<file path="src/sfr_pkg.sv">
`default_nettype none

package sfr_pkg;

    localparam int FRAME_LEN   = 18;
    localparam int CHECK_POS   = 16;
    localparam int QUEUE_DEPTH = 2;
    localparam int IDX_W       = $clog2(FRAME_LEN);
    localparam int FILL_W      = $clog2(FRAME_LEN + 1);

    localparam logic [7:0] FRAME_HEAD = 8'h5B;
    localparam logic [7:0] FRAME_TAIL = 8'h5D;

    typedef logic [7:0] byte_t;

    typedef struct packed {
        logic signed [15:0] linear_speed;
        logic signed [15:0] angular_speed;
        logic signed [15:0] supply_millivolts;
        logic signed [15:0] heading;
        logic signed [15:0] yaw_rate;
        logic signed [15:0] vertical_accel;
    } frame_t;

    // handshake between two stages
    typedef struct packed {
        logic   valid;
        frame_t data;
    } frame_req_t;

endpackage

`default_nettype wire

</file>
<file path="src/sfr_front.sv">
`default_nettype none

module sfr_front
    import sfr_pkg::*;
(
    input  wire logic  clk,
    input  wire logic  rst_n,
    input  wire logic  byte_valid,
    output logic       byte_ready,
    input  wire byte_t rx_byte,
    input  wire logic  queue_full,
    output frame_req_t push
);

    byte_t            win_reg  [FRAME_LEN];
    byte_t            win_next [FRAME_LEN];
    logic [FILL_W-1:0] fill_reg;
    logic [FILL_W-1:0] fill_next;
    logic             full_next;
    logic             frame_ok;
    byte_t            sum;
    logic             take;

    assign byte_ready = !queue_full;
    assign take       = byte_valid && byte_ready;

    always_comb
    begin
        for (int i = 0; i < FRAME_LEN; i++)
        begin
            win_next[i] = win_reg[i];
        end
        if (fill_reg == FILL_W'(FRAME_LEN))
        begin
            for (int i = 0; i < FRAME_LEN - 1; i++)
            begin
                win_next[i] = win_reg[i + 1];
            end
            win_next[FRAME_LEN - 1] = rx_byte;
        end
        else
        begin
            win_next[fill_reg[IDX_W-1:0]] = rx_byte;
        end
        full_next = (fill_reg >= FILL_W'(FRAME_LEN - 1));

        sum = '0;
        for (int i = 0; i < CHECK_POS; i++)
        begin
            sum = sum ^ win_next[i];
        end
        frame_ok = full_next && (win_next[0] == FRAME_HEAD)
                   && (win_next[FRAME_LEN - 1] == FRAME_TAIL)
                   && (sum == win_next[CHECK_POS]);

        if (frame_ok)
            fill_next = '0;
        else if (full_next)
            fill_next = FILL_W'(FRAME_LEN);
        else
            fill_next = fill_reg + 1'b1;
    end

    always_comb
    begin
        push.valid                  = take && frame_ok;
        push.data.linear_speed      = $signed({win_next[2],  win_next[3]});
        push.data.angular_speed     = $signed({win_next[6],  win_next[7]});
        push.data.supply_millivolts = $signed({win_next[8],  win_next[9]});
        push.data.heading           = $signed({win_next[10], win_next[11]});
        push.data.yaw_rate          = $signed({win_next[12], win_next[13]});
        push.data.vertical_accel    = $signed({win_next[14], win_next[15]});
    end

    always_ff @(posedge clk or negedge rst_n)
    begin
        if (!rst_n)
        begin
            fill_reg <= '0;
            for (int i = 0; i < FRAME_LEN; i++)
            begin
                win_reg[i] <= '0;
            end
        end
        else if (take)
        begin
            fill_reg <= fill_next;
            for (int i = 0; i < FRAME_LEN; i++)
            begin
                // accepted frame empties the window
                win_reg[i] <= frame_ok ? '0 : win_next[i];
            end
        end
    end

endmodule

`default_nettype wire

</file>
<file path="src/sfr_queue.sv">
`default_nettype none

module sfr_queue
    import sfr_pkg::*;
#(
    parameter int DEPTH = QUEUE_DEPTH
)
(
    input  wire logic       clk,
    input  wire logic       rst_n,
    input  wire frame_req_t push,
    output logic            full,
    output frame_req_t      head,
    input  wire logic       pop
);

    localparam int PTR_W = (DEPTH > 1) ? $clog2(DEPTH) : 1;
    localparam int CNT_W = $clog2(DEPTH + 1);

    frame_t           mem_reg [DEPTH];
    logic [PTR_W-1:0] wr_ptr_reg;
    logic [PTR_W-1:0] rd_ptr_reg;
    logic [CNT_W-1:0] count_reg;
    logic             do_push;
    logic             do_pop;

    assign full       = (count_reg == CNT_W'(DEPTH));
    assign head.valid = (count_reg != '0);
    assign head.data  = mem_reg[rd_ptr_reg];
    assign do_push    = push.valid && !full;
    assign do_pop     = pop && head.valid;

    always_ff @(posedge clk)
    begin
        if (do_push)
            mem_reg[wr_ptr_reg] <= push.data;
    end

    always_ff @(posedge clk or negedge rst_n)
    begin
        if (!rst_n)
        begin
            wr_ptr_reg <= '0;
            rd_ptr_reg <= '0;
            count_reg  <= '0;
        end
        else
        begin
            if (do_push)
                wr_ptr_reg <= (wr_ptr_reg == PTR_W'(DEPTH - 1)) ? '0 : wr_ptr_reg + 1'b1;
            if (do_pop)
                rd_ptr_reg <= (rd_ptr_reg == PTR_W'(DEPTH - 1)) ? '0 : rd_ptr_reg + 1'b1;
            if (do_push && !do_pop)
                count_reg <= count_reg + 1'b1;
            else if (do_pop && !do_push)
                count_reg <= count_reg - 1'b1;
        end
    end

endmodule

`default_nettype wire

</file>
<file path="src/sfr_back.sv">
`default_nettype none

module sfr_back
    import sfr_pkg::*;
(
    input  wire logic       clk,
    input  wire logic       rst_n,
    input  wire frame_req_t head,
    output logic            pop,
    output logic            out_valid,
    input  wire logic       out_ready,
    output frame_t          result
);

    logic   valid_reg;
    frame_t result_reg;

    assign pop       = head.valid && (!valid_reg || out_ready);
    assign out_valid = valid_reg;
    assign result    = result_reg;

    always_ff @(posedge clk)
    begin
        if (pop)
            result_reg <= head.data;
    end

    always_ff @(posedge clk or negedge rst_n)
    begin
        if (!rst_n)
            valid_reg <= 1'b0;
        else if (pop)
            valid_reg <= 1'b1;
        else if (out_ready)
            valid_reg <= 1'b0;
    end

endmodule

`default_nettype wire

</file>
<file path="src/sensor_frame_receiver.sv">
// Serial frame receiver: finds 18-byte frames (0x5B head, 0x5D tail, XOR
// of bytes 0-15 in byte 16) in a stream of received bytes.
// Input channel in_valid/in_ready/rx_byte: one byte per request, one per
// cycle sustained while in_ready is high. Bytes slide through an 18-byte
// window; after each byte the window is checked and a passing frame
// empties it. Output channel out_valid/out_ready: one request per good
// frame with six big-endian signed 16-bit fields.
// Result path: the edge that takes the frame's last byte writes the
// queue, then the output register loads from the queue head.
// Throughput: 1 byte per cycle while in_ready is high, set by the
// window update and the 16-byte XOR tree that checks the new window in
// the same cycle. When the output side stalls, finished frames wait in a
// small queue (QUEUE_DEPTH entries) plus the output register; in_ready
// drops only while that queue is full.
// Reset clears the window, the fill count, the queue and out_valid.
`default_nettype none

module sensor_frame_receiver
    import sfr_pkg::*;
#(
    parameter int QUEUE_DEPTH_P = QUEUE_DEPTH
)
(
    input  wire logic         clk,
    input  wire logic         rst_n,
    input  wire logic         in_valid,
    output logic              in_ready,
    input  wire logic [7:0]   rx_byte,
    output logic              out_valid,
    input  wire logic         out_ready,
    output logic signed [15:0] linear_speed,
    output logic signed [15:0] angular_speed,
    output logic signed [15:0] supply_millivolts,
    output logic signed [15:0] heading,
    output logic signed [15:0] yaw_rate,
    output logic signed [15:0] vertical_accel
);

    frame_req_t push;
    frame_req_t head;
    logic       queue_full;
    logic       pop;
    frame_t     result;

    sfr_front u_front (
        .clk        (clk),
        .rst_n      (rst_n),
        .byte_valid (in_valid),
        .byte_ready (in_ready),
        .rx_byte    (rx_byte),
        .queue_full (queue_full),
        .push       (push)
    );

    sfr_queue #(
        .DEPTH (QUEUE_DEPTH_P)
    ) u_queue (
        .clk   (clk),
        .rst_n (rst_n),
        .push  (push),
        .full  (queue_full),
        .head  (head),
        .pop   (pop)
    );

    sfr_back u_back (
        .clk       (clk),
        .rst_n     (rst_n),
        .head      (head),
        .pop       (pop),
        .out_valid (out_valid),
        .out_ready (out_ready),
        .result    (result)
    );

    assign linear_speed      = result.linear_speed;
    assign angular_speed     = result.angular_speed;
    assign supply_millivolts = result.supply_millivolts;
    assign heading           = result.heading;
    assign yaw_rate          = result.yaw_rate;
    assign vertical_accel    = result.vertical_accel;

endmodule

`default_nettype wire
</file>
<file path="config.mk">
export PLATFORM = sky130hd
export DESIGN_NAME = sensor_frame_receiver
export DESIGN_NICKNAME = d
export VERILOG_FILES = /design/src/sfr_pkg.sv /design/src/sfr_front.sv /design/src/sfr_queue.sv /design/src/sfr_back.sv /design/src/sensor_frame_receiver.sv
export SDC_FILE = /design/constraint.sdc
export NUM_CORES = 1
export LEC_CHECK = 0
export BUFFER_PORTS_ARGS = -buffer_cell sky130_fd_sc_hd__buf_2
export CORE_ASPECT_RATIO = 1.25
export CORE_MARGIN = 2
export CORE_UTILIZATION = 60
export CTS_BUF_LIST = sky130_fd_sc_hd__clkbuf_16
export CTS_CLUSTER_SIZE = 20
export DETAILED_ROUTE_END_ITERATION = 7
export GPL_ROUTABILITY_DRIVEN = 0
export GPL_TIMING_DRIVEN = 1
export PLACE_DENSITY = 0.78
export SYNTH_ARGS = -nofsm -noshare
export SYNTH_HDL_FRONTEND = slang
export SYNTH_SLANG_ARGS = --single-unit
</file>
<file path="constraint.sdc">
create_clock -name clk -period 39 [get_ports clk]
set_input_delay 7.8 -clock clk [delete_from_list [all_inputs] [get_ports clk]]
set_output_delay 7.8 -clock clk [all_outputs]
set_load 0.01 [all_outputs]
</file>
# Word-level counts from Yosys, hierarchy flattened
# Memories as Yosys holds them, arrays and structs flattened. A register that Yosys moved wholly into a read port is not among the register bits.
# Cells that the tools add are included.
[word_totals]
out_inout_bits = 98
wordCells = 104
mem_count = 1
regBits = 154
input_bits = 12
ram_bits = 192
[classes]
reduce_logical = 19
magnitude_cmp = 3
n_bitwise = 16
eq_ne = 5
add_sub_neg = 5
n_mux = 32
[mem_list]
columns = ["name", "depth", "word_bits", "read_ports", "rd_clocked_by_memory_dff", "write_ports", "line_no", "source"]
rows = [
  ["u_queue.mem_reg", 2, 96, 1, 1, 1, "sfr_queue.sv:20", "frame_t mem_reg [DEPTH];"],
]
[op_table]
columns = ["op", "n"]
rows = [
  ["8-bit 2-to-1 mux", 19],
  ["144-bit bitwise mux", 1],
  ["144-bit 2-to-1 mux", 1],
  ["8-bit XOR", 15],
  ["8-bit demux with 5-bit select", 1],
  ["8-bit by 7-bit == test with 1-bit output (second input constant)", 2],
  ["1-bit logical AND", 11],
  ["5-bit 2-to-1 mux", 2],
  ["8-bit == test", 1],
  ["6-bit >= comparator (second input constant)", 1],
  ["6-bit by 1-bit less-than comparator with 1-bit output (second input constant)", 1],
  ["1-bit 2-to-1 mux", 6],
  ["5-bit NOT with 6-bit output", 1],
  ["2-bit nonzero test", 3],
  ["5-bit by 1-bit adder with 5-bit output (second input constant)", 1],
  ["5-bit == test (second input constant)", 1],
  ["5-bit >= comparator (second input constant)", 1],
  ["1-bit zero test", 4],
  ["2-bit 2-to-1 mux", 2],
  ["1-bit adder (second input constant)", 2],
  ["2-bit by 1-bit adder with 2-bit output (second input constant)", 1],
  ["2-bit == test (second input constant)", 1],
  ["2-bit by 1-bit subtractor with 2-bit output (second input constant)", 1],
  ["1-bit logical OR", 1],
]

# Longest topological paths before layout
# Gate-level depths: netlist of run 1.
[depth]
depth_word = 30
depth_mapped = 21
ltp_nobuf = 16

# Modules after synthesis
# From an unflattened synthesis of run 1, not the netlist that was laid out.
[unflattened]
cells_unflattened = 2062
area_unflattened_um2 = 23007.1
[by_module_without_submodules]
columns = ["mod", "seq_area_each_um2", "area_per_inst_um2", "cells_per_inst", "instances"]
rows = [
  ["sfr_front", 3728.6, 12837.3, 1644, 1],
  ["sfr_queue", 5865.6, 7243.2, 318, 1],
  ["sfr_back", 2907.8, 2926.6, 100, 1],
]

# Worst setup path before layout of run 1
# Ideal clock, no wire load.
[synth_timing]
path_type = "input port to flip-flop"
from = "input rx_byte[3]"
to = "memory u_queue.mem_reg[0][0] (netlist bit), enable pin"
path_stages = 12
arrival_ns = 19.369
slack_ns = 18.844
setup_ns = 0.787
path_buffers = 3
required_time_ns = 38.213
cell_sequence = "clkbuf_1 > mux2_2 > mux2i_1 > xor2_1 > xnor2_1 > xnor3_1 > xnor3_1 > nand2_1 > or4b_4 > buf_6 > clkbuf_1 > nor4_1"
[synth_between]
elab_chain_cells = 23
word_cells_on_any_way = 27
classes_between = "eq/ne (3); mux (4); bitwise (15); reduce/logical (5)"
[synth_lines]
columns = ["element", "line_no", "source"]
rows = [
  ["start, declared", "sensor_frame_receiver.sv:28", "input wire logic [7:0] rx_byte,"],
  ["144-bit bitwise mux", "sfr_front.sv:43", "win_next[fill_reg[IDX_W-1:0]] = rx_byte;"],
  ["144-bit 2-to-1 mux (*)", "sfr_front.sv:33", "if (fill_reg == FILL_W'(FRAME_LEN))"],
  ["8-bit XOR (15 in series)", "sfr_front.sv:50", "sum = sum ^ win_next[i];"],
  ["8-bit == test", "sfr_front.sv:54", "&& (sum == win_next[CHECK_POS]);"],
  ["1-bit logical AND (*)", "sfr_front.sv:54", ""],
  ["1-bit logical AND (*)", "sfr_front.sv:66", "push.valid = take && frame_ok;"],
  ["1-bit logical AND (*)", "sfr_queue.sv:30", "assign do_push = push.valid && !full;"],
  ["1-bit 2-to-1 mux (*)", "sfr_queue.sv:35", "if (do_push)"],
  ["1-bit 2-to-1 mux (not written as such) (*)", "sfr_queue.sv:36", "mem_reg[wr_ptr_reg] <= push.data;"],
  ["end, declared", "sfr_queue.sv:20", ""],
]
# Every way passes the cells marked *; elsewhere a longest branch is shown, timed or not.

==> results.yml, run 1 <==
cells_and_area:
  drive_gt1_share_pct: 16.9
  layout.cells.most_common: "edfxtp_1"
  fillers: 2714
  mostFrequentLayoutCells: "288 x edfxtp_1, 267 x nand2_1, 198 x o21ai_0"
  nNetsFinal: 2072
  fin_area_sq_um: 24700
  areaGrowthSynthToFinish_pct: 8.93
  largest_reg_flops: 192
  antenna_cells: 0
routing:
  drt_first_pass_iters: 6
  drc: 0
  vias: 17000
  postRouteAntennaNets: 0
  drtIter0Drc: 2223
  via_per_inst: 6.61
  wl_per_cell_microns: 24.6
  wl_microns: 63300
grt:
  grt_max_degree: 99
  grt_pass1_wl_microns: 96000
  grt_pass1_vias: 16400
  track_usage_pct: 32.1
  gr-total-overflow: 0
  grt_antenna_before_repair: 1
clocking:
  root_buffer: "clkbuf_16"
  clkSinkCount: 442
  path_clk_slew_ns: 0.06
  cts_tree: "yes"
  cts_setup_buffers: 0
  numCtsBuffers: 42
  cts_resized: 0
  clock_latency_ns: 0.58
  holdBufCountCts: 0
  cts_htree_levels: 2
  ctsLongestPathBuffers: 3
power:
  swShare_pct: 44.2
  combinationalPowerShare_pct: 51.7
  p_leak_nw: 9.34
  seq_power_share_pct: 31.4
  internal-power_mw: 1.37
  clkPwrFrac_pct: 16.9
  p_per_area_nw_per_um2: 98.9
  switchingPower_mw: 1.08
  ir_worst_vdd_mv: 0.149
floorplan:
  core_sq_um: 37300
  start_util_pct: 60.9
  num_io_pins: 110
  fp.dieW_microns: 178
  dieHeight_microns: 222
  die_area_sq_um: 39400
  num_rows: 79
timing:
  tightestPinTransition_ns: 1.26
  setup_viol: 0
  finClkSkew_ns: 0.0334
  drv_slew: 0
  finalCriticalPeriod_ns: 12.65
  slew_headroom_pct: 16.0
  rsz0062_at_grt: "false"
  hold_viol: 0
  period_share_pct: 32.4
  setup_tns_ns: 0
  holdWs_ns: 0.490
  fmax_mhz: 79.0
placement:
  dpl_cell_area_sq_um: 23400
  post-dp-hpwl_microns: 40700
  portBuffers: 109
synth:
  async_flop_share_pct: 34.8
  synth_cell_types: 83
  mappedNetlistNets: 2053
  ys.flop_type: "edfxtp_1"
  synth_seq_cells: 442
  synth_edf_count: 288
  yosys_warnings: 0
  syn_inst: 2036
  synth_area_sq_um: 22700
  avgSynthCellArea_sq_um: 11.2
  yosysSeqAreaShare_pct: 55.1
flow_run:
  drv_cap: 0
critical_path:
  path_max_fanout: 65
  required_ns: 39.18
  criticalPathCategory: "in2reg"
  arrival_ns: 12.83
  crit_path_end_kind: "register"
  critPathLaunchType: "primary input"
run_status:
  status: "complete, no violations"
min_path:
  hp-class: "reg2reg"
[cell families after synthesis]
family / count (synthesis) / synth area share (%)
fa+ha+maj: 5 / 0.275
compound gates: 518 / 13.7
mux: 223 / 10.5
buf+inv: 210 / 4.17
flops: 442 / 55.1
xor+xnor: 148 / 6.01
simple gates: 490 / 10.3
[per-stage QoR]
stage	std cells	power, mW	utilization [%]	setup WS (ns)
after floorplan	2036	1.65	-	18.84
after global placement	2497	1.96	62.7	26.17
after detailed placement	2497	2.00	62.7	26.04
after CTS	2575	2.41	66.4	26.59
after global routing	2575	2.55	66.4	26.35
final	2575	2.45	66.4	26.35
[path summary, 6_finish.rpt]
path                                      startpoint                     to  slack, ns  depth (start not counted)
worst max register to register   u_front.fill_reg[4]  u_queue.mem_reg[1][0]      31.46                         13
worst min-delay path            u_front.win_reg[142]   u_front.win_reg[142]       0.49                          2
worst min register to register  u_front.win_reg[142]   u_front.win_reg[142]       0.49                          2
max in group asynchronous                      rst_n    u_front.win_reg[88]      30.11                          2
min in group asynchronous                      rst_n    u_front.win_reg[32]       7.29                          1
worst max-delay path                      rx_byte[4]  u_queue.mem_reg[1][0]      26.35                         12
[power by group through the flow]
stage	clock [mW]	combinational, mW	sequential, mW
final	0.413	1.27	0.768
after global routing	0.434	1.34	0.774
after CTS	0.416	1.23	0.761
after detailed placement	0	1.23	0.770
after global placement	0	1.20	0.764
after floorplan	0	0.915	0.738
[Yosys cell counts, types with 14 or more instances]
cell | number | area share [%]
dfrtp_1 | 154 | 17
o21ai_0 | 198 | 4.4
inv_1 | 45 | 0.74
buf_2 | 35 | 0.77
o22ai_1 | 28 | 0.77
mux2i_1 | 114 | 5.0
a21oi_1 | 122 | 2.7
nand2_1 | 268 | 4.4
xnor2_1 | 98 | 3.8
mux2_2 | 107 | 5.3
nor2b_1 | 14 | 0.39
o31ai_1 | 31 | 1.0
a31oi_1 | 15 | 0.41
o211ai_1 | 25 | 0.83
xor2_1 | 45 | 1.7
a21o_1 | 14 | 0.46
edfxtp_1 | 288 | 38
clkbuf_1 | 97 | 1.6
nor2_1 | 102 | 1.7
[cell type report]
class	count	area, sq um	share of cell area, %
clock buffer	43	1080	4.35
clock inverter	35	305	1.23
inverter	47	179	0.723
multi-input combinational	1384	9290	37.6
sequential	442	12500	50.6
tap	486	608	2.46
timing repair buffer	138	769	3.11
[metal layers]
| metal | share of wire (%) | vias to the layer above | track usage, % |
|---|---|---|---|
| li1 | - | 7393 | - |
| met1 | 37 | 8237 | 42.7 |
| met5 | 0.014 | - | 0 |
| met3 | 10 | 245 | 6.26 |
| met2 | 46 | 1144 | 48.7 |
| met4 | 6.8 | 2 | 19.3 |
[worst max-delay path, cell delays in order]
cell and delay (ns):
buf_2 0.48, mux2i_1 0.16, mux2i_1 0.44, xor2_1 0.50, xnor2_1 0.17, xnor2_1 0.16
xnor2_1 0.29, xor2_1 0.11, or4b_4 0.78, nor3_4 0.43, and2_4 0.54, buf_4 0.79
No activity file was read; power rests on OpenSTA's default activity.
==> run 2: changes to the inputs <==
--- a/config.mk
+++ b/config.mk
@@ -8,13 +8,13 @@
 export BUFFER_PORTS_ARGS = -buffer_cell sky130_fd_sc_hd__buf_2
 export CORE_ASPECT_RATIO = 1.25
 export CORE_MARGIN = 2
-export CORE_UTILIZATION = 60
+export CORE_UTILIZATION = 56
 export CTS_BUF_LIST = sky130_fd_sc_hd__clkbuf_16
 export CTS_CLUSTER_SIZE = 20
 export DETAILED_ROUTE_END_ITERATION = 7
 export GPL_ROUTABILITY_DRIVEN = 0
 export GPL_TIMING_DRIVEN = 1
-export PLACE_DENSITY = 0.78
+export PLACE_DENSITY = 0.77
 export SYNTH_ARGS = -nofsm -noshare
 export SYNTH_HDL_FRONTEND = slang
 export SYNTH_SLANG_ARGS = --single-unit
==> constraint.sdc (replaced) <==
create_clock -name clk -period 11.59 [get_ports clk]
set_input_delay 2.318 -clock clk [delete_from_list [all_inputs] [get_ports clk]]
set_output_delay 2.318 -clock clk [all_outputs]
set_load 0.01 [all_outputs]
==> run 2 against run 1 <==
Flip-flop and latch count did not move. First-iteration DRC count fell by 2.7%. Die area rose by 7.0%. Highest routed layer unchanged. Worst setup slack got worse by 22 ns. Sequential power rose to 3.4 times the previous value. Critical endpoint is now u_queue.mem_reg[1][8]. Count of clock-buffer cells in the layout did not move. Largest cell class unchanged. Register-to-register slack got worse by 27 ns. Cell count rose by 0.78%.
==> results.yml, run 2 (synthesis gave the netlist of run 1 again) <==
critical_path:
  criticalPathCategory: "in2reg"
  arrival_ns: 7.64
  slowest_stage: "buf_4"
  critPathLaunchType: "primary input"
  crit_chain: "buf_2 -> mux2i_1 -> mux2i_1 -> xor2_1 -> xnor2_1 -> xnor2_1 -> xnor2_1 -> xnor2_1 -> nand4_1 -> buf_4 -> nor3_4 -> and2_4 -> buf_4"
  cp_common_cell: "xnor2_1"
  crit_path_end_kind: "register"
  path_max_fanout: 76
  slowest_delay_ns: 0.87
  required_ns: 11.77
floorplan:
  core_sq_um: 40000
  fp.dieW_microns: 184
  start_util_pct: 56.8
  dieHeight_microns: 229
  num_io_pins: 110
  die_area_sq_um: 42200
  num_rows: 82
timing:
  holdWs_ns: 0.475
  setup_viol: 0
  setup_tns_ns: 0
  tightestPinTransition_ns: 1.21
  finClkSkew_ns: 0.0219
  drv_slew: 0
  rsz0062_at_grt: "false"
  fmax_mhz: 134
  period_share_pct: 64.4
  hold_viol: 0
  slew_headroom_pct: 19.0
  finalCriticalPeriod_ns: 7.46
power:
  p_per_area_nw_per_um2: 333
  ir_worst_vdd_mv: 0.324
  switchingPower_mw: 3.64
  p_leak_nw: 9.34
  internal-power_mw: 4.60
  combinationalPowerShare_pct: 51.8
  seq_power_share_pct: 31.4
  clkPwrFrac_pct: 16.8
  swShare_pct: 44.2
clocking:
  cts_htree_levels: 2
  cts_tree: "yes"
  cts_resized: 0
  root_buffer: "clkbuf_16"
  ctsLongestPathBuffers: 3
  path_clk_slew_ns: 0.06
  numCtsBuffers: 43
  holdBufCountCts: 0
  cts_setup_buffers: 0
  clkSinkCount: 442
  clock_latency_ns: 0.57
routing:
  drt-met1-wl_microns: 23400
  drt_first_pass_iters: 8
  wl_per_cell_microns: 24.4
  wl_microns: 63200
  drc: 0
  via_per_inst: 6.50
  postRouteAntennaNets: 0
  dr_wl_met3_microns: 7030
  vias: 16900
  highest_layer: "met5"
  drtIter0Drc: 2162
  wl_met2_microns: 28200
flow_run:
  drv_cap: 0
cells_and_area:
  mostFrequentLayoutCells: "288 x edfxtp_1, 267 x nand2_1, 198 x o21ai_0"
  layoutNonFillerInstCount: 2595
  areaGrowthSynthToFinish_pct: 9.05
  fin_area_sq_um: 24800
  antenna_cells: 0
  drive_gt1_share_pct: 16.9
  nNetsFinal: 2073
  layout.cells.most_common: "edfxtp_1"
  fin_util_pct: 61.9
  largest_reg_flops: 192
placement:
  dpl_cell_area_sq_um: 23400
  place_inst: 2515
  post-dp-hpwl_microns: 40300
  portBuffers: 109
run_status:
  status: "complete, no violations"
grt:
  grt_max_degree: 99
  grt_antenna_before_repair: 1
  track_usage_pct: 29.8
  grt_pass1_wl_microns: 95900
  grt_pass1_vias: 16100
  gr-total-overflow: 0
min_path:
  hp-class: "reg2reg"
-- run 2: final timing paths --
kind | from | end | slack [ns] | cells after the start
worst max-delay path | rx_byte[2] | u_queue.mem_reg[1][8] | 4.13 | 13
worst min-delay path | u_front.win_reg[139] | u_front.win_reg[139] | 0.47 | 2
worst max register to register | u_front.fill_reg[0] | u_queue.mem_reg[1][8] | 4.27 | 15
worst min register to register | u_front.win_reg[139] | u_front.win_reg[139] | 0.47 | 2
max in group asynchronous | rst_n | u_front.win_reg[75] | 8.15 | 2
min in group asynchronous | rst_n | u_queue.count_reg[1] | 1.84 | 1
-- run 2: final cells by class --
type | instances | area (sq um)
fillers | 3083 | 15200
flip-flops and latches | 442 | 12500
multi-input cells | 1384 | 9300
clock buffers | 43 | 1080
repair buffers | 138 | 769
well taps | 504 | 631
clock inverters | 37 | 303
inverters | 47 | 179
-- run 2: metal layers --
layer	GRT usage, %	up-vias
met2	44.6	1067
met5	0	-
li1	-	7411
met3	6.42	257
met1	39.4	8127
met4	19.5	2
-- run 2: power groups by stage --
| stage | Combinational, mW | Sequential (mW) | Clock, mW |
|---|---|---|---|
| 2_1_floorplan | 3.08 | 2.48 | 0 |
| 3_3_place_gp | 4.03 | 2.58 | 0 |
| 3_5_place_dp | 4.13 | 2.59 | 0 |
| 4_1_cts | 4.15 | 2.56 | 1.41 |
| 5_1_grt | 4.52 | 2.61 | 1.46 |
| 6_report | 4.26 | 2.59 | 1.39 |
-- run 2: metrics by stage --
stage / power [mW] / setup WS [ns]
CTS: 8.12 / 4.39
global route: 8.58 / 4.05
floorplan: 5.57 / 0.985
finish: 8.24 / 4.13
global placement: 6.61 / 3.98
detailed placement: 6.72 / 3.83
-- run 2: worst max-delay path: cells and delay by family --
kind                      cells  cell delay [ns]
xor gates and xnor gates      5             1.17
buffers and inverters         3             1.79
muxes                         2             0.99
and+or+nand+nor               3             1.25
